File: config.mk
export PLATFORM = sky130hd
export DESIGN_NAME = key_rollover_tracker
export DESIGN_NICKNAME = d
export VERILOG_FILES = /design/src/rtl/core/krt_pkg.sv /design/src/rtl/core/krt_cell.sv /design/src/rtl/core/key_rollover_tracker.sv
export SDC_FILE = /design/constraint.sdc
export NUM_CORES = 1
export LEC_CHECK = 0
export BUFFER_PORTS_ARGS = -buffer_cell sky130_fd_sc_hd__clkbuf_2
export CELL_PAD_IN_SITES_DETAIL_PLACEMENT = 1
export CELL_PAD_IN_SITES_GLOBAL_PLACEMENT = 1
export CORE_ASPECT_RATIO = 1.5
export CORE_MARGIN = 3
export CORE_UTILIZATION = 38
export DETAILED_ROUTE_END_ITERATION = 10
export HOLD_SLACK_MARGIN = 0.05
export PLACE_DENSITY = 0.67
export SYNTH_ARGS = -nofsm -noshare
export SYNTH_HDL_FRONTEND = slang
export SYNTH_SLANG_ARGS = --single-unit
File: constraint.sdc
create_clock -name clk_i -period 5.3 [get_ports clk_i]
set_input_delay 0.265 -clock clk_i [delete_from_list [all_inputs] [get_ports clk_i]]
set_output_delay 0.265 -clock clk_i [all_outputs]
set_load 0.01 [all_outputs]
File: src/rtl/core/krt_pkg.sv
// Key rollover tracker package: operation, item, result, chain carry and close types.
// No dependencies; imported by krt_cell, key_rollover_tracker and the bench.
`default_nettype none
package krt_pkg;

  localparam int unsigned KEY_W = 31;

  typedef enum logic [1:0] {
    OP_KEY_DOWN = 2'd0,
    OP_KEY_UP   = 2'd1,
    OP_CLEAR    = 2'd2,
    OP_QUERY    = 2'd3
  } krt_op_e;

  typedef struct packed {
    krt_op_e          operation;
    logic [KEY_W-1:0] key_code;
  } krt_item_t;

  typedef struct packed {
    logic key_held;
    logic key_pressed;
    logic any_held;
    logic any_pressed;
  } krt_result_t;

  // Handed from cell to cell as the scan token moves down the row.
  typedef struct packed {
    logic found;       // key already sat in a valid held slot
    logic placed;      // key written into a free held slot
    logic held_hit;
    logic press_hit;
    logic any_held;
    logic any_pressed;
  } krt_carry_t;

  // Broadcast in the cycle after the scan reaches cell 0.
  typedef struct packed {
    logic fin;
    logic revert;      // drop a tentative held entry, key was already held
  } krt_close_t;

endpackage
`default_nettype wire

File: src/rtl/core/krt_cell.sv
// One slot of the key rollover tracker: a held entry and a press entry.
// Depends on krt_pkg.
`default_nettype none
module krt_cell (
  input  logic                           clk_i,
  input  logic                           rst_ni,
  input  logic                           act_i,
  input  krt_pkg::krt_op_e               op_i,
  input  logic [krt_pkg::KEY_W-1:0]      key_i,
  input  krt_pkg::krt_carry_t            carry_i,
  input  logic                           prev_pvalid_i,
  input  krt_pkg::krt_close_t            close_i,
  output logic                           act_o,
  output krt_pkg::krt_carry_t            carry_o,
  output logic                           pvalid_o
);
  import krt_pkg::*;

  logic             hvalid_q, hvalid_d;
  logic             tent_q, tent_d;
  logic             pvalid_q, pvalid_d;
  logic [KEY_W-1:0] hkey_q;
  logic [KEY_W-1:0] pkey_q;
  logic             act_q;
  krt_carry_t       carry_q, carry_d;

  logic hmatch, hins, hdrop, hnew;
  logic pmatch, pappend, pnew;

  always_comb begin
    hmatch  = hvalid_q && (hkey_q == key_i);
    hins    = (op_i == OP_KEY_DOWN) && !hvalid_q && !carry_i.found && !carry_i.placed;
    hdrop   = (op_i == OP_KEY_UP) && hmatch;
    hnew    = hins || (hvalid_q && !hdrop);
    pmatch  = pvalid_q && (pkey_q == key_i);
    pappend = (op_i == OP_KEY_DOWN) && !pvalid_q && prev_pvalid_i;
    pnew    = (op_i != OP_CLEAR) && (pappend || pvalid_q);

    carry_d.found       = carry_i.found || hmatch;
    carry_d.placed      = carry_i.placed || hins;
    carry_d.held_hit    = carry_i.held_hit || (hnew && (hins || hmatch));
    carry_d.press_hit   = carry_i.press_hit || (pnew && (pappend || pmatch));
    carry_d.any_held    = carry_i.any_held || hnew;
    carry_d.any_pressed = carry_i.any_pressed || pnew;

    hvalid_d = hvalid_q;
    tent_d   = tent_q;
    pvalid_d = pvalid_q;
    if (act_i) begin
      hvalid_d = hnew;
      tent_d   = hins;
      pvalid_d = pnew;
    end else if (close_i.fin) begin
      tent_d = 1'b0;
      if (close_i.revert && tent_q) begin
        hvalid_d = 1'b0;
      end
    end
  end

  always_ff @(posedge clk_i or negedge rst_ni) begin
    if (!rst_ni) begin
      hvalid_q <= 1'b0;
      tent_q   <= 1'b0;
      pvalid_q <= 1'b0;
      act_q    <= 1'b0;
      carry_q  <= '0;
    end else begin
      hvalid_q <= hvalid_d;
      tent_q   <= tent_d;
      pvalid_q <= pvalid_d;
      act_q    <= act_i;
      if (act_i) begin
        carry_q <= carry_d;
      end
    end
  end

  always_ff @(posedge clk_i) begin
    if (act_i && hins) begin
      hkey_q <= key_i;
    end
    if (act_i && pappend) begin
      pkey_q <= key_i;
    end
  end

  assign act_o    = act_q;
  assign carry_o  = carry_q;
  assign pvalid_o = pvalid_q;

endmodule
`default_nettype wire

File: src/rtl/core/key_rollover_tracker.sv
// Key rollover tracker top level: command latch, row of slot cells, result.
// Depends on krt_pkg and krt_cell.
//
// From acceptance, an item goes through the command latch, then a scan token
// walks the row of cells from the top slot down to slot 0, one cell a
// cycle, and a closing step then settles a tentative held entry and
// shows the result on done_o. busy is low during that closing step, so a
// new item may be accepted there; before that step no new item is taken.
// The result is valid for the single cycle in which done_o is high;
// the receiver cannot stall it.
`default_nettype none
module key_rollover_tracker #(
  parameter int unsigned SLOTS = 8
) (
  input  logic                 clk_i,
  input  logic                 rst_ni,
  input  logic                 start,
  output logic                 busy,
  input  krt_pkg::krt_item_t   item_i,
  output logic                 done_o,
  output krt_pkg::krt_result_t result_o
);
  import krt_pkg::*;

  logic       go_q;
  krt_item_t  cmd_q;
  logic       accept;
  krt_close_t close;

  logic       [SLOTS-1:0] act_in;
  logic       [SLOTS-1:0] act_out;
  logic       [SLOTS-1:0] pvalid;
  logic       [SLOTS-1:0] prev_pvalid;
  krt_carry_t [SLOTS-1:0] carry_in;
  krt_carry_t [SLOTS-1:0] carry_out;

  assign accept = start && !busy;
  assign busy   = go_q || (|(act_out >> 1));

  always_ff @(posedge clk_i or negedge rst_ni) begin
    if (!rst_ni) begin
      go_q <= 1'b0;
    end else begin
      go_q <= accept;
    end
  end

  always_ff @(posedge clk_i) begin
    if (accept) begin
      cmd_q <= item_i;
    end
  end

  assign close.fin    = act_out[0];
  assign close.revert = act_out[0] && carry_out[0].found;

  for (genvar i = 0; i < SLOTS; i++) begin : g_cell
    if (i == SLOTS - 1) begin : g_head
      assign act_in[i]   = go_q;
      assign carry_in[i] = '0;
    end else begin : g_body
      assign act_in[i]   = act_out[i+1];
      assign carry_in[i] = carry_out[i+1];
    end
    if (i == 0) begin : g_base
      assign prev_pvalid[i] = 1'b1;
    end else begin : g_link
      assign prev_pvalid[i] = pvalid[i-1];
    end

    krt_cell u_cell (
      .clk_i         (clk_i),
      .rst_ni        (rst_ni),
      .act_i         (act_in[i]),
      .op_i          (cmd_q.operation),
      .key_i         (cmd_q.key_code),
      .carry_i       (carry_in[i]),
      .prev_pvalid_i (prev_pvalid[i]),
      .close_i       (close),
      .act_o         (act_out[i]),
      .carry_o       (carry_out[i]),
      .pvalid_o      (pvalid[i])
    );
  end

  assign done_o               = act_out[0];
  assign result_o.key_held    = carry_out[0].held_hit;
  assign result_o.key_pressed = carry_out[0].press_hit;
  assign result_o.any_held    = carry_out[0].any_held;
  assign result_o.any_pressed = carry_out[0].any_pressed;

  a_token_single : assert property (@(posedge clk_i) disable iff (!rst_ni)
    $onehot0({go_q, act_out}))
    else $error("more than one scan token in the cell row");

  a_accept_busy : assert property (@(posedge clk_i) disable iff (!rst_ni)
    accept |=> busy && go_q)
    else $error("accepted item did not start a scan");

  a_done_idle : assert property (@(posedge clk_i) disable iff (!rst_ni)
    done_o |-> !busy)
    else $error("result shown while scan still running");

  a_up_not_held : assert property (@(posedge clk_i) disable iff (!rst_ni)
    done_o && (cmd_q.operation == OP_KEY_UP) |-> !result_o.key_held)
    else $error("key still held after key-up");

  a_clear_empty : assert property (@(posedge clk_i) disable iff (!rst_ni)
    done_o && (cmd_q.operation == OP_CLEAR) |-> !result_o.any_pressed
      && !result_o.key_pressed)
    else $error("press list not empty after clear");

endmodule
`default_nettype wire

==> results of run 1 <==
[Yosys cell counts, drive strengths merged, types with 5 or more instances]
master	instances	area (um^2)
a211oi	5	37.54
a21oi	24	120.1
a2bb2oi	5	43.79
a31oi	12	75.07
buf	71	762.0
clkbuf	15	56.30
dfrtp	79	1977
edfxtp	529	15890
inv	26	97.59
mux2i	6	60.06
nand2	38	142.6
nand2b	10	62.56
nand3	11	55.05
nand4	102	638.1
nor2	43	161.4
nor2b	5	31.28
nor3	12	60.06
nor4	55	386.6
o21ai	32	160.2
o22a	5	43.79
o22ai	6	37.54
o31a	7	61.31
o41ai	5	88.84
or2	6	37.54
xnor2	372	3333
xor2	121	1060
[cell usage in the layout, fill, tap and decap left out, types with 24 or more instances in the layout]
cell type | netlist | final
dlygate4sd3_1 | 0 | 34
o21ai_0 | 32 | 32
clkbuf_16 | 0 | 59
clkbuf_2 | 0 | 40
nor2_1 | 43 | 39
xor2_1 | 121 | 121
nand4_1 | 102 | 102
inv_1 | 26 | 26
dfrtp_1 | 79 | 79
edfxtp_1 | 529 | 529
xnor2_1 | 362 | 362
nor4_1 | 51 | 51
a21oi_1 | 24 | 24
nand2_1 | 38 | 38
buf_4 | 10 | 54
[per-layer routing]
layer	routed length (um)	global-route usage	vias up	part of all wire
li1	-	-	6144	-
met1	26920	0.2324	7450	0.41
met2	34980	0.3369	231	0.54
met3	1776	0.01787	94	0.027
met4	1636	0.05165	0	0.025
met5	0	0	-	0
[layout make-up]
cell class	count	area, um^2	share of cell area
clock buffer	87	1632	0.05670
clock inverter	15	122.6	0.004261
inverter	26	97.59	0.003391
multi-input combinational	916	7009	0.2436
sequential	608	17860	0.6207
tap	885	1107	0.03848
timing repair buffer	128	945.9	0.03287
[worst register-to-register path, stage by stage (launching register included)]
cell and delay [ns]:
edfxtp_1 0.62, nor2_1 0.18, buf_4 0.22, nand2_1 0.12
or4_1 0.46, inv_1 0.90
[metrics by stage]
stage                     cells  setup WS [ns]  utilization
after global routing       2665          2.230       0.4301
after global placement     2529          2.508       0.3988
after floorplan            1636          1.674            -
after detailed placement   2529          2.409       0.3988
final                      2665          2.426       0.4301
after CTS                  2665          2.427       0.4301
[path summary, 6_finish.rpt]
kind	from	endpoint	slack [ns]	cells after the start
worst max register to register	cmd_q[31]	g_cell[0].u_cell.hkey_q[22]	2.43	5
min in group asynchronous	rst_ni	g_cell[6].u_cell.hvalid_q	0.45	2
worst min-delay path	item_i[6]	cmd_q[6]	0.39	2
worst max-delay path	cmd_q[31]	g_cell[0].u_cell.hkey_q[22]	2.43	5
worst min register to register	g_cell[6].u_cell.tent_q	g_cell[6].u_cell.tent_q	0.48	1
max in group asynchronous	rst_ni	g_cell[3].u_cell.carry_o[2]	4.12	2
[state kept, by name, indices dropped and copies added (netlist names)]
name	cells
g_cell.u_cell.pkey_q	248
g_cell.u_cell.carry_o	46
cmd_q	33
g_cell.u_cell.act_o	8
g_cell.u_cell.pvalid_o	8
g_cell.u_cell.hkey_q	248
g_cell.u_cell.tent_q	8
g_cell.u_cell.hvalid_q	8
go_q	1
[cell families (layout without fill, tap and decap cells)]
family	count (synthesis)	in the layout
muxes	8	8
buffers and inverters	112	256
DFF	608	608
xor gates and xnor gates	493	493
and+or+nand+nor	301	301
AOI/OAI and AO/OA	114	114
[power by group through the flow]
stage / sequential [mW] / clock [mW] / combinational (mW)
after floorplan: 6.36 / 0 / 2.15
after global placement: 6.49 / 0 / 2.94
after detailed placement: 6.52 / 0 / 3.06
after CTS: 6.42 / 4.01 / 3.10
after global routing: 6.47 / 4.19 / 3.29
final: 6.41 / 3.92 / 3.03
[timing repair]
action,in CTS,in global routing
endpoints found under the hold margin,112,0
setup endpoints to repair,0,0
hold buffers,34,0
==> out/qor.csv, run 1 <==
metric,value,unit
synth-xor-area-share,0.1706,
fin_crit_sh,0.5422,
synthAdderAreaFrac,0,
num_rows,116,
synth_warnings,0,
fillers,6533,
worstPathMaxFanout,31,
hold_viol_final,0,
die-area,70990,um^2
netlist_instances,1636,
crit_type,reg -> reg,
synthArstFlopShare,0.1299,
path_cells,nor2_1 > buf_4 > nand2_1 > or4_1 > inv_1,
htreeDepth,2,
nNetsFinal,1770,
drv_cap,0,
syn-num-nets,1672,
p_int,9.164,mW
synth_top_family_by_area,XOR/XNOR gates,
dp.final_hpwl,38.39,mm
drt-initial-drc-count,923,
vias,13919,
yosysSeqAreaShare,0.6936,
synthMuxAreaShare,0.003207,
cts_buffers,54,
ir_worst_vdd,0.2542,mV
die_h,324.8,um
synth_compound_gate_area_share,0.03022,
cp-start-kind,register,
hold_slack,0.3871,ns
power_frac_comb,0.227,
synth-main-ff-cell,edfxtp_1,
dpl_cell_area,26680,um^2
cts_max_path_buffers,3,
grt_pass1_vias,15022,
cp_top_family,buffers and inverters,
synth_cell_types,58,
required,5.51,ns
clock-sinks,608,
die_w,218.6,um
rsz0062_at_grt,false,
layout-area-overhead-vs-synth,11.75,%
clk_pin_slew_worst_paths,0.06,ns
grt_usage,0.1848,
relSlewSlack,0.1195,
finalPower,13.36,mW
finalSetupViolCount,0,
syn_area,25750,um^2
pwr-share-seq,0.480,
start_util,0.3849,
synth-seq-cells,608,
power_frac_clock,0.293,
antenna_cells,0,
io_buffers,41,
skew,0.01565,ns
leakage,9.168,nW
root_buffer,clkbuf_16,
core,66910,um^2
grt_pass1_wl,98.08,mm
grt_overflow_total,0,
power_density,464.3,nW/um^2
drtAntennaViolNets,0,
firstDrtPassIters,4,
grt_max_degree,80,
drv_slew,0,
cts_tree,done,
critical_path_arrival,3.08,ns
drcViolationCount,0,
antenna_found_initial,2,
synth.avg_cell_area,15.74,um^2
synth-simple-area-share,0.06676,
finalInstanceArea,28780,um^2
path_buf_inv,2,
cpPeakStageDelay,0.90,ns
p_sw_frac,0.3142,
min_period,2.874,ns
layout-drive-gt1-share,0.1135,
io_pins,42,
tightest_slew,1.319,ns
cp-end-kind,register,
max_freq,348.0,MHz
status,finished clean,
routed_wirelength,65.31,mm
post_cts_buffers,0,
hp-class,in -> reg,
wl_per_cell,24.51,um
cts-resized-gates,0,
p_sw,4.198,mW
tns,0,ns
synth_edf_count,529,
cp_slowest_cell,inv_1,
clock_latency,0.60,ns
via_per_inst,5.223,
gp_congestion,0.7716,
No activity file was read; power rests on OpenSTA's default activity.
==> inputs of run 2 (changes only) <==
==> constraint.sdc (replaced) <==
create_clock -name clk_i -period 2.8 [get_ports clk_i]
set_input_delay 0.14 -clock clk_i [delete_from_list [all_inputs] [get_ports clk_i]]
set_output_delay 0.14 -clock clk_i [all_outputs]
set_load 0.01 [all_outputs]
==> run 2 against run 1 <==
Net effect:
- design area is 3.1% higher
- clock-buffer cell count is 9 lower
- flip-flop and latch count stayed put
- via count is 2.4% higher
- register-to-register slack worse by 2.2 ns
- clock skew is 0.0035 ns higher
- sequential share of layout area is 1.8 points lower
- sequential power is 87% higher
- wire length is 6.4% higher
- critical path type unchanged
- highest routed layer unchanged
==> out/qor.csv, run 2 (same netlist as run 1, synthesis figures left out) <==
metric,value,unit
status,finished clean,
postLayoutSetupSlackWorst,0.2143,ns
min_period,2.586,ns
post_cts_buffers,0,
nNetsFinal,1826,
final_cell_mix,"529 x edfxtp_1, 362 x xnor2_1, 121 x xor2_1",
grt_pass1_wl,103.0,mm
relSlewSlack,0.3154,
cts_buffers,56,
crit_type,reg -> reg,
drv_slew,0,
via_per_inst,5.240,
layout-drive-gt1-share,0.1401,
clk_pin_slew_worst_paths,0.07,ns
wl_per_cell,25.55,um
clock-sinks,608,
cp-end-kind,register,
htreeDepth,2,
grt_usage,0.1969,
pre_cts_ws,0.2954,ns
die_w,218.6,um
firstDrtPassIters,5,
worstPathMaxFanout,15,
skew,0.01917,ns
clock_latency,0.61,ns
drt-initial-drc-count,994,
rrSetupSlack,0.21,ns
critical_path_arrival,3.10,ns
fillers,6518,
die_h,324.8,um
root_buffer,clkbuf_16,
finalPower,26.20,mW
dp.final_hpwl,44.65,mm
antenna_found_initial,0,
max_freq,386.7,MHz
io_pins,42,
finalSetupViolCount,0,
required,3.31,ns
vias,14252,
hold_viol_final,0,
layout_commonest_cell,edfxtp_1,
reg2reg_depth,7,
power_density,883.3,nW/um^2
rsz0062_at_grt,false,
io_buffers,41,
leakage,9.593,nW
hp-class,in -> async,
worstReg2RegStart,cmd_q[23],
grt_max_degree,80,
endpoint,g_cell[3].u_cell.carry_o[2],
fin_util,0.4433,
cts_max_path_buffers,3,
drcViolationCount,0,
drtAntennaViolNets,0,
hold_slack,0.08510,ns
routed_wirelength,69.49,mm
drv_cap,0,
tightest_slew,1.027,ns
cts_tree,done,
crit_path_start,cmd_q[23],
antenna_cells,0,
num_rows,116,
core,66910,um^2
grt_pass1_vias,15246,
layout-area-overhead-vs-synth,15.17,%
start_util,0.3849,
r2r_end,g_cell[3].u_cell.carry_o[2],
fin_crit_sh,0.9235,
cts-resized-gates,0,
tns,0,ns
gp_congestion,0.8106,
ir_worst_vdd,0.4406,mV
die-area,70990,um^2
cp-start-kind,register,
grt_overflow_total,0,
## run 2: cell types whose count changed in the layout (fill, tap and decap cells not counted), moves of 2 or more
cell,before,now
bufinv_16,2,6
buf_12,0,34
clkbuf_1,23,18
buf_4,54,74
clkinv_1,4,9
clkbuf_16,59,57
clkbuf_8,5,3
## run 2: power breakdown
group	total, mW	switching [mW]	internal [mW]
logic	6.47	4.01	2.46
clock network	7.69	3.32	4.36
registers	12.0	0.854	11.2
## run 2: cell type report
type	instances	area [um^2]	share of cell area
Clock buffer	78	1535	0.05176
Clock inverter	25	264.0	0.008901
Inverter	26	97.59	0.003291
Multi-Input combinational cell	916	7015	0.2365
Sequential cell	608	17860	0.6023
Tap cell	885	1107	0.03734
Timing Repair Buffer	182	1777	0.05991
## run 2: how the worst min path moves through the flow
| stage | to | slack [ns] | depth (start not counted) |
|---|---|---|---|
| 6_report | g_cell[5].u_cell.hvalid_q | 0.09 | 3 |
| 5_1_grt | go_q | 0.09 | 3 |
| 4_1_cts | go_q | 0.07 | 3 |
| 3_5_place_dp | g_cell[5].u_cell.tent_q | 0.20 | 2 |
| 3_3_place_gp | go_q | 0.20 | 2 |
| 2_1_floorplan | g_cell[0].u_cell.act_o | -0.16 | 0 |
## run 2: routing by layer
| metal | vias to the layer above | GRT usage | wire length, um |
|---|---|---|---|
| li1 | 6256 | - | - |
| met1 | 7565 | 0.2445 | 27960 |
| met2 | 317 | 0.3503 | 36290 |
| met3 | 114 | 0.01956 | 2358 |
| met4 | 0 | 0.07890 | 2875 |
| met5 | - | 0 | 0 |
## run 2: stage by stage
stage	instances	instance area (um^2)
after floorplan	1636	25760
after global placement	2583	27520
after detailed placement	2583	27520
after CTS	2720	29660
after global routing	2720	29660
final	2720	29660
## run 2: worst max-delay path, stage by stage (launching register included)
cell and delay, ns:
edfxtp_1 0.70, buf_12 0.23, buf_4 0.18, xnor2_1 0.12, nand4_1 0.16, nor4_1 0.63, a31oi_1 0.26, o21ai_0 0.21
## run 2: what timing repair did
action / 4_1_cts / 5_1_grt
endpoints found under the hold margin: 112 / 0
hold buffers: 34 / 0
endpoints found under the setup margin: 0 / 0
